==> config.mk <==
export PLATFORM = sky130hd
export DESIGN_NAME = grwd_sqrt
export DESIGN_NICKNAME = d
export VERILOG_FILES = /design/src/design/grwd_pkg.sv /design/src/design/grwd_sqrt.sv
export SDC_FILE = /design/constraint.sdc
export NUM_CORES = 1
export LEC_CHECK = 0
export BUFFER_PORTS_ARGS = -buffer_cell sky130_fd_sc_hd__buf_2
export CAP_MARGIN = 20
export CORE_ASPECT_RATIO = 1.2
export CORE_MARGIN = 2
export CORE_UTILIZATION = 60
export DETAILED_ROUTE_END_ITERATION = 16
export PLACE_DENSITY = 0.83
export SKIP_LAST_GASP = 1
export SYNTH_ARGS = -nofsm -noshare
export SYNTH_HDL_FRONTEND = slang
export SYNTH_SLANG_ARGS = --single-unit
==> constraint.sdc <==
create_clock -name clock -period 8.4 [get_ports clock]
set_clock_uncertainty 0.2 [all_clocks]
set_input_delay 1.68 -clock clock [delete_from_list [all_inputs] [get_ports clock]]
set_output_delay 1.68 -clock clock [all_outputs]
set_load 0.1 [all_outputs]
==> src/design/grwd_pkg.sv <==
// Package for the grid ray wall-distance block: sequencer states and
// fixed-point constants shared by the top level and the square-root unit.
// No dependencies.
`timescale 1ns / 1ps
package grwd_pkg;

   localparam int COORD_W   = 48;   // walk coordinate, Q.18 signed
   localparam int TILE_SH   = 18;   // one tile = 2^18 LSB
   localparam int DIM_W     = 10;   // map dimension compare width
   localparam int DIST_W    = 25;
   localparam int SQ_IN_W   = 52;   // square-root radicand
   localparam int SQ_ROOT_W = 26;
   localparam logic [DIST_W-1:0] DIST_MAX = {DIST_W{1'b1}};

   localparam logic [15:0] ANG_QUARTER  = 16'd16384;
   localparam logic [15:0] ANG_HALF     = 16'd32768;
   localparam logic [15:0] ANG_3QUARTER = 16'd49152;

   localparam logic CSR_MAP_WIDTH  = 1'b0;
   localparam logic CSR_MAP_HEIGHT = 1'b1;

   localparam logic OP_WRITE = 1'b0;
   localparam logic OP_CAST  = 1'b1;

   typedef enum logic [3:0] {
      ST_IDLE,
      ST_SETUP,
      ST_MUL,
      ST_POS,
      ST_ADDR,
      ST_CHECK,
      ST_DIST,
      ST_SQ_X,
      ST_SQ_Y,
      ST_SQ_SUM,
      ST_ROOT,
      ST_OUT
   } state_type;

endpackage

==> src/design/grwd_sqrt.sv <==
// Bit-serial integer square root, one root bit per cycle.
// Uses grwd_pkg for operand widths.
`timescale 1ns / 1ps
module grwd_sqrt
   import grwd_pkg::*;
(
   input  logic                 clock,
   input  logic                 reset,
   input  logic                 start,
   input  logic [SQ_IN_W-1:0]   value,
   output logic                 done,
   output logic [SQ_ROOT_W-1:0] root
);
   localparam int REM_W = SQ_ROOT_W + 3;

   logic [SQ_IN_W-1:0]   val_ff, val_in;
   logic [REM_W-1:0]     rem_ff, rem_in;
   logic [SQ_ROOT_W-1:0] root_ff, root_in;
   logic [4:0]           cnt_ff, cnt_in;
   logic                 busy_ff, busy_in;
   logic                 done_ff, done_in;
   logic [REM_W-1:0]     rem_sh;
   logic [REM_W-1:0]     trial;

   always_comb begin
      val_in  = val_ff;
      rem_in  = rem_ff;
      root_in = root_ff;
      cnt_in  = cnt_ff;
      busy_in = busy_ff;
      done_in = 1'b0;
      rem_sh  = {rem_ff[REM_W-3:0], val_ff[SQ_IN_W-1 -: 2]};
      trial   = {1'b0, root_ff, 2'b01};
      if (start) begin
         val_in  = value;
         rem_in  = '0;
         root_in = '0;
         cnt_in  = '0;
         busy_in = 1'b1;
      end else if (busy_ff) begin
         val_in = {val_ff[SQ_IN_W-3:0], 2'b00};
         if (rem_sh >= trial) begin
            rem_in  = rem_sh - trial;
            root_in = {root_ff[SQ_ROOT_W-2:0], 1'b1};
         end else begin
            rem_in  = rem_sh;
            root_in = {root_ff[SQ_ROOT_W-2:0], 1'b0};
         end
         cnt_in = cnt_ff + 5'd1;
         if (cnt_ff == 5'(SQ_ROOT_W - 1)) begin
            busy_in = 1'b0;
            done_in = 1'b1;
         end
      end
   end

   always_ff @(posedge clock) begin
      if (reset) begin
         busy_ff <= 1'b0;
         done_ff <= 1'b0;
         cnt_ff  <= '0;
      end else begin
         busy_ff <= busy_in;
         done_ff <= done_in;
         cnt_ff  <= cnt_in;
      end
      val_ff  <= val_in;
      rem_ff  <= rem_in;
      root_ff <= root_in;
   end

   assign done = done_ff;
   assign root = root_ff;

endmodule

==> metrics, run 1 <==
switching share of power 32.27%; final cycle utilization of the critical path 44.91%; die width 95.49 µm; critical path type flop to flop; Setup TNS 0 ns; dpl hpwl 7934 µm; nets 725; total grt overflow 0; CTS tree built; register area share after synthesis 45.84%; largest net degree at the start of global routing 94; mapped cell area 6027 µm²; Longest Clk Path Bufs 2; CP max FO 24; Final Hold Fails 0; core outline area 9910 µm²; hold path endpoint rem_ff[9]; EDFF count, synth 52; largest family of logic cells by synthesized area multiplexers; Post-CTS Resized 0; Syn Inst Count 574; Lkg Pwr 2.795 nW; Avg Cell Area, Syn 10.50 µm²; compound-cell area share of the yosys netlist 12.62%; Clock Latency Late Sink 0.35 ns; IO buf count 81; vias per cell 5.696; required time worst endpoint 8.40 ns; DRT Pass-1 Iters 4; die area 10,870 µm²; relative slew slack 31.68%; post-cts hold buffer count 0; status finished clean; clock power share 27.4%; Psw 0.0005552 W; antenna cells 0; # H-tree levels 3; Placed Area 6475 µm²; Adder-Cell Fraction of Synth Area 6.228%; fin area 6823 µm²; Synth Warn # 0; CTS clk-pin slew, worst paths 0.07 ns; largest area contributor in the netlist edfxtp_1; Total Wirelength 11,710 µm; fraction of registers with async set/reset 0%; FF-to-FF End rem_ff[8]; minimum clock period 3.773 ns; Initial Utilization 60.82%; Yosys reg bits 112; hold slack 0.3078 ns; final setup fails 0; part of the power in registers 38.6%; number of global-route vias before repair 4,466; Ports 82; worst r2r src root[5]; RSZ-0062 raised after global routing no; Fillers 753; internal power 0.001165 W; Residual DRC 0; Area Growth Syn to Fin 13.20%; VDD IR-drop max 0.1754 mV; setup bufs post-CTS 0; mux share of post-synthesis cell area 15.88%; critical path endpoint category flop; XOR/XNOR Fraction of Synth Area 3.778%; Worst Setup Start Kind flop; worst path arrival time 3.78 ns; Combinational Power Share 34.0%; Yosys top cell area share 25.91%; synth top area cells edfxtp_1 (26%), dfxtp_1 (20%), mux2_2 (9.5%), ha_1 (6.2%), mux2i_1 (6.0%); Sink Count 112; syn_nets 659; Hold WC Path Type flop to flop; Simple-Gate Fraction of Synth Area 11.27%; count of cell types in the netlist 54; f_max 0.2651 GHz; hold path startpoint rem_ff[9]; Reg2Reg Depth 12; initial drt markers 192; Worst Hold Depth 2; area of the multi-input gates 3000 µm²; initial antenna violation count 0; Post-synth top flop dfxtp_1; Max-Cap Viols 0; CTS Root Cell clkbuf_16; Vert. Die Dim 113.8 µm; Inserted Clock Buffers 9; Routed Antenna Nets 0; WL/cell 15.19 µm; Core Rows 40; Reg area 2766 µm²; GRT Overall Usage 22.79%; global-route wire length before repair 19,750 µm; worst-margin pin slew 1.025 ns; Placer Congestion 0.8894; fraction of layout instances using a drive strength above 1 25.58%; via count 4,392; max-slew violation count 0; Pwr Density 252.1 nW/µm²; worst reg-to-reg setup slack 4.63 ns
synth_stat cells (all sizes together) (2+ instances only):
library cell / count
a211oi: 29
a21o: 12
a21oi: 33
and2: 3
and4: 2
buf: 7
clkbuf: 22
dfxtp: 60
edfxtp: 52
ha: 30
inv: 34
mux2: 53
mux2i: 36
nand2: 12
nand2b: 5
nand3: 11
nand4: 4
nand4b: 2
nor2: 88
nor2b: 3
nor3: 8
o21a: 5
o21ai: 10
o31a: 3
o31ai: 3
or2: 5
xnor2: 13
xor2: 13
power by group through the flow:
stage / Combinational (W) / Sequential, W / Clock, W
2_1_floorplan: 0.000491 / 0.000664 / 0
3_3_place_gp: 0.000555 / 0.000674 / 0
3_5_place_dp: 0.000574 / 0.000676 / 0
4_1_cts: 0.000580 / 0.000664 / 0.000475
5_1_grt: 0.000652 / 0.000670 / 0.000497
6_report: 0.000585 / 0.000664 / 0.000471
critical path, cell delays in order (launching register included):
cell	delay (ns)
dfxtp_1	0.37
inv_1	0.06
ha_1	0.37
a21oi_1	0.32
a21oi_1	0.14
o21bai_1	0.18
and4_4	0.27
nor2_4	0.06
a41oi_4	0.66
buf_4	0.41
mux2_2	0.37
mux2i_1	0.16
nor2_1	0.05
cells by family (layout without fill, tap and decap cells):
| group | count (synthesis) | count (layout) |
|---|---|---|
| AOI/OAI and AO/OA | 107 | 107 |
| buffers and inverters | 63 | 134 |
| muxes | 89 | 89 |
| adders and majority gates | 30 | 30 |
| DFF | 112 | 112 |
| xor gates and xnor gates | 26 | 26 |
| and+or+nand+nor | 147 | 147 |
cell type report:
class	count	share of cell area, %
multi-input cells	399	43.98
well taps	126	2.311
repair buffers	84	6.492
clock buffers	11	3.558
inverters	34	1.871
flip-flops and latches	112	40.55
clock inverters	5	1.247
state kept, by name (all words and copies together), names as in the netlist:
name and cells:
done 1, root 26, busy_ff 1, rem_ff 27, val_ff 52, cnt_ff 5
per-layer routing:
layer / vias to the layer above / part of all wire [%] / track usage, %
met5: - / 0 / 0
met4: 0 / 2.2 / 9.143
met3: 21 / 6.3 / 7.133
met2: 123 / 50 / 38.69
met1: 2055 / 42 / 26.61
li1: 2193 / - / -
cell usage in the layout, fill, tap and decap left out, types with 5 or more instances in the layout:
cell type	instances
xnor2_1	13
edfxtp_1	52
a211oi_1	26
a21oi_1	32
ha_1	30
dfxtp_1	59
nor3_1	8
o21a_1	5
nand2_1	12
buf_2	80
xor2_1	13
o21ai_0	7
mux2i_1	36
a21o_1	12
mux2_2	51
nand3_1	11
nor2_1	87
inv_1	34
clkbuf_16	9
nand2b_1	5
through the flow:
stage | std cells | power (W) | utilization [%] | setup slack (ns)
2_1_floorplan | 574 | 0.001155 | - | 4.899
3_3_place_gp | 754 | 0.001229 | 65.34 | 4.804
3_5_place_dp | 754 | 0.001250 | 65.34 | 4.655
4_1_cts | 770 | 0.001720 | 68.65 | 4.658
5_1_grt | 771 | 0.001820 | 68.85 | 4.362
6_report | 771 | 0.001720 | 68.85 | 4.627
worst max path at each step:
stage | endpoint | cells after the start | start
floorplan | val_ff[0] | 3 | start
global placement | rem_ff[8] | 12 | root[16]
detailed placement | rem_ff[8] | 12 | root[5]
CTS | rem_ff[8] | 12 | root[5]
global route | rem_ff[8] | 12 | root[5]
finish | rem_ff[8] | 12 | root[5]
No activity file was read; power rests on OpenSTA's default activity.
==> run 2, diff against run 1 <==
--- a/config.mk
+++ b/config.mk
@@ -9,9 +9,9 @@
 export CAP_MARGIN = 20
 export CORE_ASPECT_RATIO = 1.2
 export CORE_MARGIN = 2
-export CORE_UTILIZATION = 60
+export CORE_UTILIZATION = 52
 export DETAILED_ROUTE_END_ITERATION = 16
-export PLACE_DENSITY = 0.83
+export PLACE_DENSITY = 0.76
 export SKIP_LAST_GASP = 1
 export SYNTH_ARGS = -nofsm -noshare
 export SYNTH_HDL_FRONTEND = slang
==> constraint.sdc (replaced) <==
create_clock -name clock -period 3.2 [get_ports clock]
set_clock_uncertainty 0.2 [all_clocks]
set_input_delay 0.64 -clock clock [delete_from_list [all_inputs] [get_ports clock]]
set_output_delay 0.64 -clock clock [all_outputs]
set_load 0.1 [all_outputs]
==> metrics, run 2 (synthesis results as in run 1) <==
status finished clean (unchanged); fin area 6954 µm² (was 6823 µm²); antenna cells 0 (unchanged); Max-Cap Viols 0 (unchanged); Biggest register val_ff (unchanged); required time worst endpoint 3.28 ns (was 8.40 ns); Routed Antenna Nets 0 (unchanged); final cycle utilization of the critical path 93.11% (was 44.91%); initial drt markers 185 (was 192); total grt overflow 0 (unchanged); critical path type flop to flop (unchanged); GRT Overall Usage 20.05% (was 22.79%); critical path endpoint category flop (unchanged); die area 12,470 µm² (was 10,870 µm²); IO buf count 81 (unchanged); Setup TNS 0 ns (unchanged); Psw 0.001542 W (was 0.0005552 W); f_max 0.3356 GHz (was 0.2651 GHz); CP max FO 11 (was 24); Area Growth Syn to Fin 15.38% (was 13.20%); # H-tree levels 3 (unchanged); Longest Clk Path Bufs 2 (unchanged); Worst Setup Start Kind flop (unchanged); max-slew violation count 0 (unchanged); Cell Count, Final, Fillers Out 811 (was 771); largest net degree at the start of global routing 58 (was 94); Placed Instances 795 (was 754); Hold WC Path Type input port to flop (was flop to flop); clock power share 25.3% (was 27.4%); final setup fails 0 (unchanged); cells along the critical path inv_1, ha_1, nand2_1, or2_1, o21bai_1, and4_4, nor2_4, a41oi_4, buf_4, o31a_1, a211oi_1 (was inv_1, ha_1, a21oi_1, a21oi_1, o21bai_1, and4_4, nor2_4, a41oi_4, buf_4, mux2_2, mux2i_1, nor2_1); DRT Pass-1 Iters 4 (unchanged); internal power 0.002942 W (was 0.001165 W); Slowest-stage cell, CP ha_1 (was a41oi_4); worst path arrival time 3.06 ns (was 3.78 ns); worst-margin pin slew 0.6525 ns (was 1.025 ns); RSZ-0062 raised after global routing no (unchanged); Core Rows 43 (was 40); switching share of power 34.39% (was 32.27%); setup bufs post-CTS 0 (unchanged); most frequent cells in the layout nor2_1 (87), buf_2 (80), edfxtp_1 (52) (was nor2_1 (87), buf_2 (80), dfxtp_1 (59)); number of flip-flops in the largest register 52 (unchanged); via count 4,465 (was 4,392); VDD IR-drop max 0.3624 mV (was 0.1754 mV); core outline area 11,460 µm² (was 9910 µm²); Ports 82 (unchanged); part of the power in registers 38.4% (was 38.6%); Placer Congestion 0.8976 (was 0.8894); Vert. Die Dim 121.9 µm (was 113.8 µm); Inserted Clock Buffers 9 (unchanged); relative slew slack 56.50% (was 31.68%); slowest stage delay, CP 0.37 ns (was 0.66 ns); Total Wirelength 12,040 µm (was 11,710 µm); Sink Count 112 (unchanged); nets 734 (was 725); WL/cell 14.84 µm (was 15.19 µm); Initial Utilization 52.59% (was 60.82%); Pwr Density 644.9 nW/µm² (was 252.1 nW/µm²); Final Hold Fails 0 (unchanged); Combinational Power Share 36.3% (was 34.0%); leading cell type in the layout, fill and taps excluded nor2_1 (unchanged); Clock Latency Late Sink 0.36 ns (was 0.35 ns); Lkg Pwr 2.843 nW (was 2.795 nW); CTS clk-pin slew, worst paths 0.08 ns (was 0.07 ns); die width 102.3 µm (was 95.49 µm); Residual DRC 0 (unchanged); dpl hpwl 8602 µm (was 7934 µm); global-route wire length before repair 19,750 µm (unchanged); Placed Area 6630 µm² (was 6475 µm²); fraction of layout instances using a drive strength above 1 30.73% (was 25.58%); minimum clock period 2.979 ns (was 3.773 ns); number of global-route vias before repair 4,444 (was 4,466); CTS Root Cell clkbuf_16 (unchanged); initial antenna violation count 0 (unchanged); CTS tree built (unchanged); vias per cell 5.506 (was 5.696)
run 2: cell types whose count changed in the layout (fill, tap and decap cells not counted), moves of 2 or more:
cell	change
dfxtp_2	+23
dfxtp_1	-23
ha_2	+2
buf_4	+9
ha_1	-2
clkinv_8	+2
inv_8	+2
bufinv_16	-2
run 2: path summary, 6_finish.rpt:
path / from / to / slack, ns / cells after the start
worst max-delay path: root[10] / rem_ff[22] / 0.22 / 11
worst min-delay path: reset / busy_ff / 0.24 / 2
worst max register to register: root[10] / rem_ff[22] / 0.22 / 11
worst min register to register: rem_ff[25] / rem_ff[25] / 0.30 / 2
run 2: power by group through the flow:
stage	Clock [W]	Sequential, W	Combinational (W)
floorplan	0	0.00174	0.00129
global placement	0	0.00175	0.00153
detailed placement	0	0.00176	0.00158
global route	0.00122	0.00174	0.00180
CTS	0.00117	0.00172	0.00160
finish	0.00113	0.00172	0.00163
run 2: what timing repair did:
item / CTS / global route
hold buffers: 0 / 0
endpoints found under the setup margin: 0 / 22
resized for setup: 0 / 4
run 2: stage by stage:
step	power (W)	util, %	setup WS [ns]	hold WS, ns
floorplan	0.003032	-	0.009863	0.2647
detailed placement	0.003340	57.86	0.2079	0.2973
global placement	0.003286	57.86	0.2689	0.2841
global route	0.004757	60.68	0.001349	0.2326
CTS	0.004498	60.53	0.1983	0.2275
finish	0.004485	60.68	0.2205	0.2378
run 2: per-layer routing:
metal | vias to the layer above | share of wire [%] | track usage (%)
li1 | 2206 | - | -
met1 | 2127 | 41 | 22.37
met2 | 103 | 51 | 34.75
met3 | 29 | 5.5 | 6.426
met4 | 0 | 2.3 | 8.750
met5 | - | 0 | 0
run 2: layout make-up:
| class | count | area, µm² |
|---|---|---|
| fill | 1012 | 4506 |
| clock inverter | 7 | 81.33 |
| timing repair buffer | 93 | 510.5 |
| sequential | 112 | 2795 |
| clock buffer | 9 | 225.2 |
| tap | 157 | 196.4 |
| inverter | 34 | 127.6 |
| multi-input combinational | 399 | 3018 |
run 2: worst max-delay path, delay by kind of cell (launching register included):
family	cells	cell delay, ns
AO/OA/AOI/OAI	4	0.90
AND/OR/NAND/NOR	4	0.80
adder cells (fa/ha/maj)	1	0.37
flip-flops	1	0.35
buffers and inverters	2	0.28
